File: src/rtl/core/clr_pkg.sv
`default_nettype none

package clr_pkg;

    localparam int NAME_BUFFER  = 32;
    localparam int NUM_COMMANDS = 8;
    localparam int TABLE_SIZE   = 8;
    localparam int ROM_CHARS    = 20;
    localparam int POS_W        = $clog2(NAME_BUFFER);
    localparam int IDX_W        = $clog2(TABLE_SIZE);
    localparam int ROM_POS_W    = 5;
    localparam int LEN_W        = 5;

    localparam logic [1:0] KIND_CMD = 2'd0;
    localparam logic [1:0] KIND_MM  = 2'd1;
    localparam logic [1:0] KIND_IGN = 2'd2;

    localparam logic [9:0] MM_PER_M  = 10'd1000;
    localparam logic [1:0] FRAC_KEEP = 2'd3;

    typedef struct packed {
        logic [7:0] ch;
        logic       line_end;
    } t_in;

    typedef struct packed {
        logic [1:0]       kind;
        logic [IDX_W-1:0] cmd_index;
        logic [31:0]      mm_value;
        logic             wrapped;
    } t_out;

    typedef struct packed {
        logic             hit;
        logic [IDX_W-1:0] idx;
    } t_name_res;

    typedef struct packed {
        logic        ok;
        logic [31:0] mm;
        logic        wrapped;
    } t_num_res;

    function automatic logic [LEN_W-1:0] cmd_len(input logic [IDX_W-1:0] i);
        logic [LEN_W-1:0] n;
        case (i)
            3'd0:    n = 5'd15;
            3'd1:    n = 5'd7;
            3'd2:    n = 5'd7;
            3'd3:    n = 5'd18;
            3'd4:    n = 5'd12;
            3'd5:    n = 5'd12;
            3'd6:    n = 5'd12;
            3'd7:    n = 5'd7;
            default: n = 5'd0;
        endcase
        return n;
    endfunction

    // Character p of command i, zero past the end of the name
    function automatic logic [7:0] cmd_char(input logic [IDX_W-1:0] i,
                                            input logic [ROM_POS_W-1:0] p);
        logic [8*ROM_CHARS-1:0] s;
        logic [LEN_W-1:0]       n;
        int                     off;
        case (i)
            3'd0:    s = {"AT+GET_ALL", "_INFO"};
            3'd1:    s = "AT+SAVE";
            3'd2:    s = "AT+BATT";
            3'd3:    s = {"AT+CLEAR_ALL", "_FLASH"};
            3'd4:    s = {"AT+KEY", "_SHORT"};
            3'd5:    s = {"AT+KEY", "_LONG3"};
            3'd6:    s = {"AT+KEY", "_LONG5"};
            3'd7:    s = "AT+HELP";
            default: s = '0;
        endcase
        n = cmd_len(i);
        off = 8 * (int'(n) - 1 - int'(p));
        if (p < n) begin
            return s[off +: 8];
        end
        return 8'd0;
    endfunction

endpackage

`default_nettype wire

File: src/rtl/core/clr_name_match.sv
`default_nettype none

module clr_name_match (
    input  wire logic               i_clk,
    input  wire logic               i_rst_n,
    input  wire logic               i_step,
    input  wire logic               i_clear,
    input  wire logic [7:0]         i_ch,
    output clr_pkg::t_name_res      o_res
);
    import clr_pkg::*;

    localparam logic [1:0] PH_LEAD = 2'd0;
    localparam logic [1:0] PH_WORD = 2'd1;
    localparam logic [1:0] PH_DONE = 2'd2;

    logic [1:0]              r_phase, n_phase;
    logic [POS_W-1:0]        r_pos, n_pos;
    logic [NUM_COMMANDS-1:0] r_alive, n_alive;

    logic       blank;
    logic       take;
    logic [7:0] upc;

    assign blank = (i_ch == 8'h20) || (i_ch == 8'h09);
    assign upc   = ((i_ch >= 8'h61) && (i_ch <= 8'h7a)) ? (i_ch - 8'h20) : i_ch;
    assign take  = !blank && ((r_phase == PH_LEAD) || (r_phase == PH_WORD));

    always_comb begin
        n_phase = r_phase;
        n_pos   = r_pos;
        n_alive = r_alive;
        if (i_step) begin
            case (r_phase)
                PH_LEAD: begin
                    if (!blank) begin
                        n_phase = PH_WORD;
                    end
                end
                PH_WORD: begin
                    if (blank) begin
                        n_phase = PH_DONE;
                    end
                end
                default: n_phase = r_phase;
            endcase
            // only the first NAME_BUFFER-1 characters of the word are compared
            if (take && (r_pos < POS_W'(NAME_BUFFER - 1))) begin
                for (int i = 0; i < NUM_COMMANDS; i++) begin
                    if ((r_pos >= POS_W'(cmd_len(IDX_W'(i)))) ||
                        (upc != cmd_char(IDX_W'(i), r_pos[ROM_POS_W-1:0]))) begin
                        n_alive[i] = 1'b0;
                    end
                end
                n_pos = r_pos + 1'b1;
            end
        end
        if (i_clear) begin
            n_phase = PH_LEAD;
            n_pos   = '0;
            n_alive = '1;
        end
    end

    always_ff @(posedge i_clk) begin
        if (!i_rst_n) begin
            r_phase <= PH_LEAD;
            r_pos   <= '0;
            r_alive <= '1;
        end else begin
            r_phase <= n_phase;
            r_pos   <= n_pos;
            r_alive <= n_alive;
        end
    end

    // lowest matching index wins
    always_comb begin
        o_res = '0;
        for (int i = NUM_COMMANDS - 1; i >= 0; i--) begin
            if (r_alive[i] && (r_pos == POS_W'(cmd_len(IDX_W'(i))))) begin
                o_res.hit = (r_phase != PH_LEAD);
                o_res.idx = IDX_W'(i);
            end
        end
        if (!o_res.hit) begin
            o_res.idx = '0;
        end
    end

endmodule

`default_nettype wire

File: src/rtl/core/clr_num_parse.sv
`default_nettype none

module clr_num_parse (
    input  wire logic         i_clk,
    input  wire logic         i_rst_n,
    input  wire logic         i_step,
    input  wire logic         i_clear,
    input  wire logic [7:0]   i_ch,
    output clr_pkg::t_num_res o_res
);
    import clr_pkg::*;

    logic [31:0] r_int, n_int;
    logic [9:0]  r_frac, n_frac;
    logic [1:0]  r_fcnt, n_fcnt;
    logic        r_digit, n_digit;
    logic        r_infrac, n_infrac;
    logic        r_bad, n_bad;
    logic        r_wrap, n_wrap;

    logic        is_digit;
    logic        is_point;
    logic [3:0]  dval;
    logic [35:0] int_x10;
    logic [13:0] frac_x10;
    logic [9:0]  frac_scaled;
    logic [41:0] mm_full;

    assign is_digit = (i_ch >= 8'h30) && (i_ch <= 8'h39);
    assign is_point = (i_ch == 8'h2e);
    assign dval     = i_ch[3:0];
    assign int_x10  = {1'b0, r_int, 3'b000} + {3'b000, r_int, 1'b0} + {32'd0, dval};
    assign frac_x10 = {1'b0, r_frac, 3'b000} + {3'b000, r_frac, 1'b0} + {10'd0, dval};

    always_comb begin
        n_int    = r_int;
        n_frac   = r_frac;
        n_fcnt   = r_fcnt;
        n_digit  = r_digit;
        n_infrac = r_infrac;
        n_bad    = r_bad;
        n_wrap   = r_wrap;
        if (i_step && !r_bad) begin
            if (is_point) begin
                n_bad    = r_infrac;
                n_infrac = 1'b1;
            end else if (is_digit) begin
                n_digit = 1'b1;
                if (r_infrac) begin
                    if (r_fcnt < FRAC_KEEP) begin
                        n_frac = frac_x10[9:0];
                        n_fcnt = r_fcnt + 1'b1;
                    end
                end else begin
                    n_int = int_x10[31:0];
                    if (int_x10[35:32] != 4'd0) begin
                        n_wrap = 1'b1;
                    end
                end
            end else begin
                n_bad = 1'b1;
            end
        end
        if (i_clear) begin
            n_int    = '0;
            n_frac   = '0;
            n_fcnt   = '0;
            n_digit  = 1'b0;
            n_infrac = 1'b0;
            n_bad    = 1'b0;
            n_wrap   = 1'b0;
        end
    end

    always_ff @(posedge i_clk) begin
        if (!i_rst_n) begin
            r_int    <= '0;
            r_frac   <= '0;
            r_fcnt   <= '0;
            r_digit  <= 1'b0;
            r_infrac <= 1'b0;
            r_bad    <= 1'b0;
            r_wrap   <= 1'b0;
        end else begin
            r_int    <= n_int;
            r_frac   <= n_frac;
            r_fcnt   <= n_fcnt;
            r_digit  <= n_digit;
            r_infrac <= n_infrac;
            r_bad    <= n_bad;
            r_wrap   <= n_wrap;
        end
    end

    // pad the kept fraction digits out to three
    always_comb begin
        case (r_fcnt)
            2'd1:    frac_scaled = 10'(r_frac * 10'd100);
            2'd2:    frac_scaled = 10'(r_frac * 10'd10);
            2'd3:    frac_scaled = r_frac;
            default: frac_scaled = 10'd0;
        endcase
    end

    assign mm_full = (r_int * MM_PER_M) + {32'd0, frac_scaled};

    assign o_res.ok      = r_digit && !r_bad;
    assign o_res.mm      = mm_full[31:0];
    assign o_res.wrapped = r_wrap || (mm_full[41:32] != 10'd0);

endmodule

`default_nettype wire

File: src/rtl/core/command_line_recognizer_top.sv
// Latency: the result is valid in the cycle after the end-of-line beat is taken.
// Throughput: one character beat per cycle; character beats are taken even while
// a result waits, only an end-of-line beat waits for the result register to free.
// Reset (i_rst_n low, synchronous): line state back to its start, result dropped.
`default_nettype none

module command_line_recognizer_top (
    input  wire logic    i_clk,
    input  wire logic    i_rst_n,
    input  wire logic    i_in_valid,
    output logic         o_in_ready,
    input  wire clr_pkg::t_in i_in_data,
    output logic         o_out_valid,
    input  wire logic    i_out_ready,
    output clr_pkg::t_out o_out_data
);
    import clr_pkg::*;

    logic      is_end;
    logic      accept;
    logic      step;
    logic      clear;
    t_name_res name_res;
    t_num_res  num_res;

    logic      r_out_valid, n_out_valid;
    t_out      r_out_data, n_out_data;

    assign is_end     = i_in_data.line_end || (i_in_data.ch == 8'd0);
    assign o_in_ready = !is_end || !r_out_valid || i_out_ready;
    assign accept     = i_in_valid && o_in_ready;
    assign step       = accept && !is_end;
    assign clear      = accept && is_end;

    clr_name_match u_name (
        .i_clk   (i_clk),
        .i_rst_n (i_rst_n),
        .i_step  (step),
        .i_clear (clear),
        .i_ch    (i_in_data.ch),
        .o_res   (name_res)
    );

    clr_num_parse u_num (
        .i_clk   (i_clk),
        .i_rst_n (i_rst_n),
        .i_step  (step),
        .i_clear (clear),
        .i_ch    (i_in_data.ch),
        .o_res   (num_res)
    );

    always_comb begin
        n_out_data      = '0;
        n_out_data.kind = KIND_IGN;
        if (name_res.hit) begin
            n_out_data.kind      = KIND_CMD;
            n_out_data.cmd_index = name_res.idx;
        end else if (num_res.ok) begin
            n_out_data.kind     = KIND_MM;
            n_out_data.mm_value = num_res.mm;
            n_out_data.wrapped  = num_res.wrapped;
        end
    end

    assign n_out_valid = clear || (r_out_valid && !i_out_ready);

    always_ff @(posedge i_clk) begin
        if (!i_rst_n) begin
            r_out_valid <= 1'b0;
        end else begin
            r_out_valid <= n_out_valid;
        end
    end

    always_ff @(posedge i_clk) begin
        if (clear) begin
            r_out_data <= n_out_data;
        end
    end

    assign o_out_valid = r_out_valid;
    assign o_out_data  = r_out_data;

endmodule

`default_nettype wire

File: config.mk
export PLATFORM = sky130hd
export DESIGN_NAME = command_line_recognizer_top
export DESIGN_NICKNAME = d
export VERILOG_FILES = /design/src/rtl/core/clr_pkg.sv /design/src/rtl/core/clr_name_match.sv /design/src/rtl/core/clr_num_parse.sv /design/src/rtl/core/command_line_recognizer_top.sv
export SDC_FILE = /design/constraint.sdc
export NUM_CORES = 1
export LEC_CHECK = 0
export BUFFER_PORTS_ARGS = -buffer_cell sky130_fd_sc_hd__clkbuf_2
export CAP_MARGIN = 10
export CORE_MARGIN = 2
export CORE_UTILIZATION = 37
export CTS_BUF_LIST = sky130_fd_sc_hd__clkbuf_8
export CTS_CLUSTER_SIZE = 16
export DETAILED_ROUTE_END_ITERATION = 7
export PLACE_DENSITY = 0.49
export SYNTH_ARGS = -nofsm -noshare
export SYNTH_HDL_FRONTEND = slang
export SYNTH_SLANG_ARGS = --single-unit
export TNS_END_PERCENT = 30
File: constraint.sdc
create_clock -name i_clk -period 7.4 [get_ports i_clk]
set_input_delay 0.74 -clock i_clk [delete_from_list [all_inputs] [get_ports i_clk]]
set_output_delay 0.74 -clock i_clk [all_outputs]
set_load 0.02 [all_outputs]
Yosys cells after proc, flatten, opt, wreduce, memory -nomap -nowiden
Index checks and enable logic that the tools add are counted.
Widths: inputs -> output; s select.
Storage, ports and cells
  register bits: 102
Operators by class
  $add $sub $neg: 16
  bitwise gates (word level): 5
  mux-type cells: 84
  eq/ne operators: 22
  reduce and logical (&&, ||, !) cells: 65
  shifts and indexed selects: 8
  $mul: 3
  $lt $le $gt $ge: 14
Operator list (number)
  $mux 160: 16
  $shiftx 160x32->8: 8
  $mux 8: 33
  $sub 29x6->29: 4
  $ne 8x8->1: 8
  $add 42x10->42: 1
  $mux 5: 8
  $mul 32x7->39 const B: 1
  $add 35x33->36: 1
  $add 36x4->36: 1
  $mux 4: 8
  $pmux 10 s3: 1
  $reduce_and 3->1: 9
  $sub 5x1->6 const B: 4
  $ge 5x5->1: 4
  $lt 5x5->1: 4
  $logic_and 1x1->1: 18
  $eq 8x6->1 const B: 2
  $logic_or 1x1->1: 15
  $mux 1: 14
  $add 10x10->10: 1
  $add 10x4->10: 1
  $eq 5x4->1 const B: 2
  $mul 10x3->9 const B: 1
  32 further kinds: 52

Logic depth before layout (Yosys ltp)
Gate-level depths: netlist of the first run.
  depth in word-level cells: 18
  depth in mapped cells: 21
  gate-level depth less buffers: 21

By module
A second synthesis of the first run with hierarchy kept.
Unflattened totals
  cell total of the unflattened synthesis: 1922
  area, all modules: 16239.3 µm²
Modules (own cells, without submodules)
  clr_num_parse: area each 11628.7 µm², times used 1, cells each 1363
  clr_name_match: area each 3116.7 µm², times used 1, cells each 469
  command_line_recognizer_top: area each 1493.9 µm², times used 1, cells each 90

Worst setup path after synthesis of the first run
No wires, ideal clock.
  path type: reg2reg
  from: register u_num.r_int[2]
  to: register r_out_data, in the netlist o_out_data[0] (data pin)
  clock period less this slack: 6140 ps
  stages on the path, launching flop included: 21
  data arrival time: 5980 ps
  path slack: 1260 ps
  required time: 7240 ps
  path buffers: 1
  path through: dfxtp_1 inv_1 fa_1 fa_1 fa_1 fa_1 inv_1 ha_1 buf_2 and4_1 and2_1 a2111oi_0 nor2_1 xor2_1 nand4_1 or4_1 nor3_2 mux2_2 a22oi_1 o21ai_0 a41oi_1
Between the ends
  cells in the longest elaborated chain, start to end: 4
Ends and longest elaborated chain
  from (decl): line clr_num_parse.sv:13  | logic [31:0] r_int, n_int;
  from (signal assigned): line clr_num_parse.sv:85  | r_int <= n_int;
  $mul 32x7->39: line clr_num_parse.sv:105  | assign mm_full = (r_int * MM_PER_M) + {32'd0, frac_scaled};
  $add 42x10->42: line clr_num_parse.sv:105
  $reduce_bool 10->1: line clr_num_parse.sv:109  | assign o_res.wrapped = r_wrap || (mm_full[41:32] != 10'd0);
  $logic_or 1x1->1: line clr_num_parse.sv:109
  to (signal assigned): line command_line_recognizer_top.sv:78  | r_out_data <= n_out_data;
  to (decl): line command_line_recognizer_top.sv:27  | t_out r_out_data, n_out_data;
No other way between the ends.
A chain may end at the register's enable or synchronous reset.

Final worst setup path of the first run
  from: register u_num.r_int[3]
  to: register r_out_data, in the netlist o_out_data[0] (data pin)
The elaborated chain is that of the path after synthesis.

==> results of run 1 <==
-- per-stage QoR --
stage                     setup slack, ns  util (%)
after global placement              0.516      39.2
after detailed placement            0.335      39.2
final                               0.545      39.7
after floorplan                      1.26         -
after global routing               0.0395      39.7
after CTS                           0.275      39.7
-- sequential cells by signal (all words and copies together) (netlist names) --
register / flops
o_out_data: 38
u_num.r_int: 32
u_num.r_frac: 10
u_name.r_alive: 8
u_name.r_pos: 5
u_name.r_phase: 2
u_num.r_fcnt: 2
o_out_valid: 1
u_num.r_bad: 1
u_num.r_digit: 1
u_num.r_infrac: 1
u_num.r_wrap: 1
-- cell usage after synthesis (all sizes together) (8+ instances only) --
master	instances
dfxtp	64
a21o	46
fa	126
nand2b	17
nor2	156
o21ai	95
ha	198
xnor2	99
nand4	14
a211oi	20
and3	15
o21bai	12
a31oi	15
nand3	39
inv	217
o21a	16
clkbuf	53
nand2	183
nor4	21
mux2i	18
buf	20
a21oi	144
o211ai	10
xor2	40
nor2b	15
nor3	39
and2	12
edfxtp	38
a2111oi	8
-- worst register-to-register path, delay by kind of cell (launching register included) --
family | cells | cell delay [ns]
adders and majority gates | 5 | 2.52
and+or+nand+nor | 6 | 1.82
AOI/OAI and AO/OA | 4 | 1.00
DFF | 1 | 0.49
muxes | 1 | 0.38
xor gates and xnor gates | 1 | 0.26
buffers and inverters | 2 | 0.21
-- worst max-delay path by stage --
stage | end | from | cells after the start
finish | o_out_data[0] | u_num.r_int[3] | 19
global route | o_out_data[0] | u_num.r_int[7] | 19
CTS | o_out_data[0] | u_num.r_int[3] | 19
detailed placement | o_out_data[0] | u_num.r_int[3] | 19
global placement | o_out_data[0] | u_num.r_int[4] | 19
floorplan | o_out_data[0] | u_num.r_int[2] | 20
-- timing repair --
item,CTS,global route
gates resized for setup,0,3
endpoints found under the setup margin,0,1
buffers inserted,0,0
-- routing by layer --
| metal | part of all wire [%] | track usage, % | vias up |
|---|---|---|---|
| li1 | - | - | 6544 |
| met1 | 47 | 23.5 | 6254 |
| met2 | 50 | 33.4 | 177 |
| met3 | 2.5 | 1.80 | 24 |
| met4 | 1.2 | 3.82 | 0 |
| met5 | 0 | 0 | - |
-- layout make-up --
class | instances | share of cell area (%)
sequential | 102 | 14.6
multi-input combinational | 1492 | 73.0
clock inverter | 7 | 0.558
clock buffer | 9 | 0.747
tap | 539 | 4.07
inverter | 218 | 4.93
antenna | 1 | 0.0151
timing repair buffer | 64 | 2.11
-- power breakdown --
group | internal [mW] | total (mW) | switching (mW)
clock | 0.137 | 0.388 | 0.251
combinational | 0.0542 | 0.166 | 0.111
sequential | 0.591 | 0.596 | 0.00497
total | 0.782 | 1.15 | 0.367
-- kinds of logic after synthesis --
| kind of cell | Yosys count | share of synthesized area, % |
|---|---|---|
| and+or+nand+nor | 557 | 17.1 |
| DFF | 102 | 15.5 |
| muxes | 20 | 1.30 |
| xor gates and xnor gates | 139 | 7.80 |
| adders and majority gates | 324 | 32.0 |
| AOI/OAI and AO/OA | 452 | 19.0 |
| buffers and inverters | 291 | 7.21 |
==> flow_summary.json, run 1 <==
{
  "reg2reg_from": "u_num.r_int[3]",
  "placed_area_um2": 16400,
  "io_pins": 53,
  "rsz0062_at_grt": "no",
  "postRouteAntennaNets": 0,
  "wl_um": 38500,
  "outcome": "finished, final reports clean",
  "setup-tns-final_ns": 0,
  "mostFrequentLayoutCell": "inv_1",
  "ys_seq_area_share_pct": 15.5,
  "cts_hold_buf": 0,
  "die_w_um": 209,
  "hold_slack_ns": 0.480,
  "grt.total_usage_pct": 18.3,
  "final_cell_area_um2": 16600,
  "cellLeakagePower_nw": 7.10,
  "hold_end": "u_name.r_alive[7]",
  "min_from": "u_name.r_alive[7]",
  "fp.dieArea_um2": 43800,
  "synth_ff_type": "dfxtp_1",
  "firstDrtPassIters": 5,
  "cts_tree": "built",
  "core_area_um2": 41800,
  "crit_path_max_fanout": 15,
  "criticalPathCategory": "reg2reg",
  "num_vias": 12999,
  "fin_total_pwr_mw": 1.15,
  "yosys.area.top_type": "fa_1",
  "netlist_instances": 1885,
  "avgSynthCellArea_um2": 8.28,
  "worst_hold_path_type": "reg2reg",
  "setup_viol": 0,
  "slowest_delay_ns": 0.65,
  "synth_cell_types": 97,
  "clockBufferDepth": 2,
  "cpLargestDelayFamily": "adder cells",
  "area_delta_synth_final_pct": 6.25,
  "clock-root-buffer": "clkbuf_8",
  "instances_no_fill": 2432,
  "row_count": 75,
  "layout_min_cycle_time_ns": 6.86,
  "cts_inserted_buffers": 9,
  "async_flop_share_pct": 0,
  "peakVddDrop_mv": 0.0733,
  "cpMaxStageDelayCell": "or4_1",
  "netlist_area_um2": 15600,
  "regArea_um2": 2420,
  "fillCellCount": 4359,
  "first_global_vias": 13328,
  "synth_edf_count": 38,
  "rr_worst_depth": 19,
  "path_clk_slew_ns": 0.13,
  "drive_above_1_share_pct": 6.66,
  "h-tree-depth": 3,
  "multi_input_comb_area_um2": 12100,
  "clock_latency_ns": 0.42,
  "wl_per_cell_um": 15.8,
  "grt_max_degree": 56,
  "antenna_found_initial": 1,
  "route.detailed.drc": 0,
  "overflow": 0,
  "yosysTopAreaCellShare_pct": 16.2,
  "post_drt_via_cell_ratio": 5.34,
  "drt-initial-drc-count": 689,
  "grt_pass1_wl_um": 66500,
  "timing.fmax_ghz": 0.146,
  "final_max_slew_viol_count": 0,
  "cts_sinks": 102,
  "syn_nets": 2222,
  "routabilityCongestion": 0.833,
  "dp_hpwl_um": 30600,
  "whs_path_depth": 2,
  "synthTopCellsByArea": "fa_1, ha_1, dfxtp_1",
  "hold_viol": 0,
  "tightest_slew_ns": 1.09,
  "ff2ff_setup_slack_ns": 0.54,
  "place.port_buffers": 52,
  "cp_cell_sequence": "inv_1 > fa_1 > fa_1 > fa_1 > fa_1 > inv_1 > ha_1 > and4_1 > and2_1 > a2111oi_2 > nor2_1 > xor2_1 > nand4_1 > or4_1 > nor3_2 > mux2_2 > a22oi_1 > o21ai_0 > a41oi_1",
  "critPathRequiredTime_ns": 7.65,
  "critPathLaunchType": "flip-flop",
  "relSlewSlack_pct": 26.9,
  "yosys_register_bits": 102,
  "start_util_pct": 37.4,
  "yosys_warnings": 0,
  "mostFrequentLayoutCells": "inv_1, ha_1, nand2_1",
  "dp.cells": 2415,
  "cp_num_buf_inv": 2,
  "nets": 2224,
  "arrival_ns": 7.10,
  "period_share_pct": 92.6,
  "max_cap_violations": 0,
  "p_per_area_nw_per_um2": 69.3,
  "reg2reg_to": "o_out_data[0]",
  "clock_skew_ns": 0.0209,
  "die_y_um": 209,
  "worst_setup_path_end_kind": "flip-flop",
  "crit_top_cell": "fa_1"
}
Note: power is estimated with default switching activity, not from simulation.
==> run 2: changes to the inputs <==
- ABC_AREA: unset -> 1
==> flow_summary.json, run 2 <==
{
  "firstDrtPassIters": 6,
  "postCtsSetupRepairBufs": 0,
  "grt.total_usage_pct": 20.2,
  "synth_ff_type": "dfxtp_1",
  "timing.fmax_ghz": 0.178,
  "hold_slack_ns": 0.453,
  "dp.cells": 3019,
  "clock-root-buffer": "clkbuf_8",
  "drt-initial-drc-count": 766,
  "rsz0062_at_grt": "no",
  "synth_most_common_cell": "nand2_1",
  "period_share_pct": 75.9,
  "place.port_buffers": 52,
  "worst_setup_path_end_kind": "flip-flop",
  "final_cell_area_um2": 17700,
  "io_pins": 53,
  "critPathLaunchType": "flip-flop",
  "crit_top_cell": "nand2_1",
  "synth_edf_count": 38,
  "tightest_slew_ns": 0.875,
  "arrival_ns": 5.82,
  "critPathRequiredTime_ns": 7.60,
  "final_max_slew_viol_count": 0,
  "die_y_um": 216,
  "relSlewSlack_pct": 41.5,
  "path_clk_slew_ns": 0.14,
  "cts-resized-gates": 0,
  "drive_above_1_share_pct": 7.49,
  "wl_per_cell_um": 14.8,
  "outcome": "finished, final reports clean",
  "num_vias": 15002,
  "instances_no_fill": 3035,
  "hold_end": "u_name.r_alive[5]",
  "setup_viol": 0,
  "rr_worst_depth": 25,
  "netlist_area_um2": 16600,
  "yosys.area.top_type": "fa_1",
  "p_int_uw": 827,
  "ys_seq_area_share_pct": 14.6,
  "fin_total_pwr_mw": 1.31,
  "peakVddDrop_mv": 0.0661,
  "dp_hpwl_um": 37700,
  "synth_cell_types": 55,
  "route.detailed.drc": 0,
  "synthTopCellsByArea": "fa_1, ha_1, nand2_1",
  "core_area_um2": 44200,
  "placed_area_um2": 17500,
  "antenna_found_initial": 0,
  "clockBufferDepth": 2,
  "hold_viol": 0,
  "wl_um": 44800,
  "async_flop_share_pct": 0,
  "ff2ff_setup_slack_ns": 1.78,
  "die_w_um": 216,
  "clockPowerShare_pct": 32.0,
  "sw_frac_of_total_pct": 36.8,
  "cts_tree": "built",
  "largest_reg_flops": 38,
  "p_per_area_nw_per_um2": 73.8,
  "setup-tns-final_ns": 0,
  "routabilityCongestion": 0.889,
  "post-route-util_pct": 40.1,
  "grt_max_degree": 41,
  "max_cap_violations": 0,
  "antenna_cells": 0,
  "clock_latency_ns": 0.47,
  "mostFrequentLayoutCell": "nand2_1",
  "whs_path_depth": 2,
  "layout_min_cycle_time_ns": 5.62,
  "start_util_pct": 37.5,
  "yosys_warnings": 0,
  "criticalPathCategory": "reg2reg",
  "cts_sinks": 102,
  "grt_pass1_wl_um": 76600,
  "clock_skew_ns": 0.0217,
  "combPwrFrac_pct": 21.8,
  "cts_hold_buf": 0,
  "power_switching_uw": 480,
  "mostFrequentLayoutCells": "nand2_1, inv_1, ha_1",
  "netlist_instances": 2400,
  "crit_path_max_fanout": 8,
  "yosys_register_bits": 102,
  "avgSynthCellArea_um2": 6.92,
  "yosysTopAreaCellShare_pct": 15.2,
  "first_global_vias": 15341,
  "postRouteAntennaNets": 0,
  "reg2reg_to": "o_out_data[0]",
  "pwr-share-seq_pct": 46.2,
  "overflow": 0,
  "reg2reg_from": "u_num.r_int[0]",
  "h-tree-depth": 3,
  "fp.dieArea_um2": 46600,
  "syn_nets": 2737,
  "area_delta_synth_final_pct": 6.78,
  "cpMaxStageDelayCell": "dfxtp_1",
  "cts_inserted_buffers": 9,
  "nets": 2775,
  "post_drt_via_cell_ratio": 4.94,
  "cellLeakagePower_nw": 8.65,
  "worst_hold_path_type": "reg2reg",
  "pre_cts_slack_ns": 1.81,
  "min_from": "u_name.r_alive[5]",
  "netlist_top_cells_count": "nand2_1, inv_1, ha_1",
  "slowest_delay_ns": 0.58,
  "fin_ws_ns": 1.78,
  "row_count": 77
}
[run 2: cell count changes after synthesis, sizes merged, moves of 14 or more]
cell	change
a21o	-37
nand2	+413
nand2b	-17
nand3	+72
nor2	+67
xnor2	-71
inv	+250
clkbuf	-37
nand4	+14
mux2i	-18
nor2b	-15
o21ai	+29
and3	-15
[run 2: power by group through the flow]
stage / Clock, mW / Sequential, mW / Combinational [mW]
after floorplan: 0 / 0.623 / 0.202
after global placement: 0 / 0.617 / 0.286
after detailed placement: 0 / 0.617 / 0.285
after CTS: 0.443 / 0.604 / 0.287
after global routing: 0.459 / 0.606 / 0.326
final: 0.418 / 0.604 / 0.285
[run 2: area by class of cell]
cell class,instances,area (µm²)
clock buffers,9,124
repair buffers,57,298
flip-flops and latches,102,2420
clock inverters,7,93.8
well taps,592,741
inverters,471,1770
fillers,4735,26500
multi-input cells,1797,12300
[run 2: worst max path at each step]
| stage | startpoint | to |
|---|---|---|
| after detailed placement | u_num.r_int[0] | o_out_data[0] |
| after global routing | u_num.r_int[1] | o_out_data[0] |
| after CTS | u_num.r_int[0] | o_out_data[0] |
| after floorplan | i_in_data[4] | u_name.r_pos[3] |
| final | u_num.r_int[0] | o_out_data[0] |
| after global placement | u_num.r_int[1] | o_out_data[0] |
[run 2: metal layers]
metal,GRT usage (%),routed length (µm)
met1,26.5,21300
met2,35.4,21300
met3,2.23,1450
met4,5.36,791
met5,0,0
[run 2: kinds of logic (layout without fill, tap and decap cells)]
logic type                 after synthesis  count (layout)  synth area share (%)
AOI/OAI and AO/OA                      357             357                  11.8
xor gates and xnor gates                80              80                  4.22
buffers and inverters                  501             544                  11.5
and+or+nand+nor                       1036            1036                  27.7
DFF                                    102             102                  14.6
adders and majority gates              324             324                  30.1
[run 2: worst max-delay path: cells and delay by family (launching register included)]
family	cells	cell delay, ns
fa+ha+maj	6	2.73
simple gates	13	1.42
xor+xnor	1	0.20
buf+inv	3	0.16
compound gates	2	0.26
flops	1	0.58
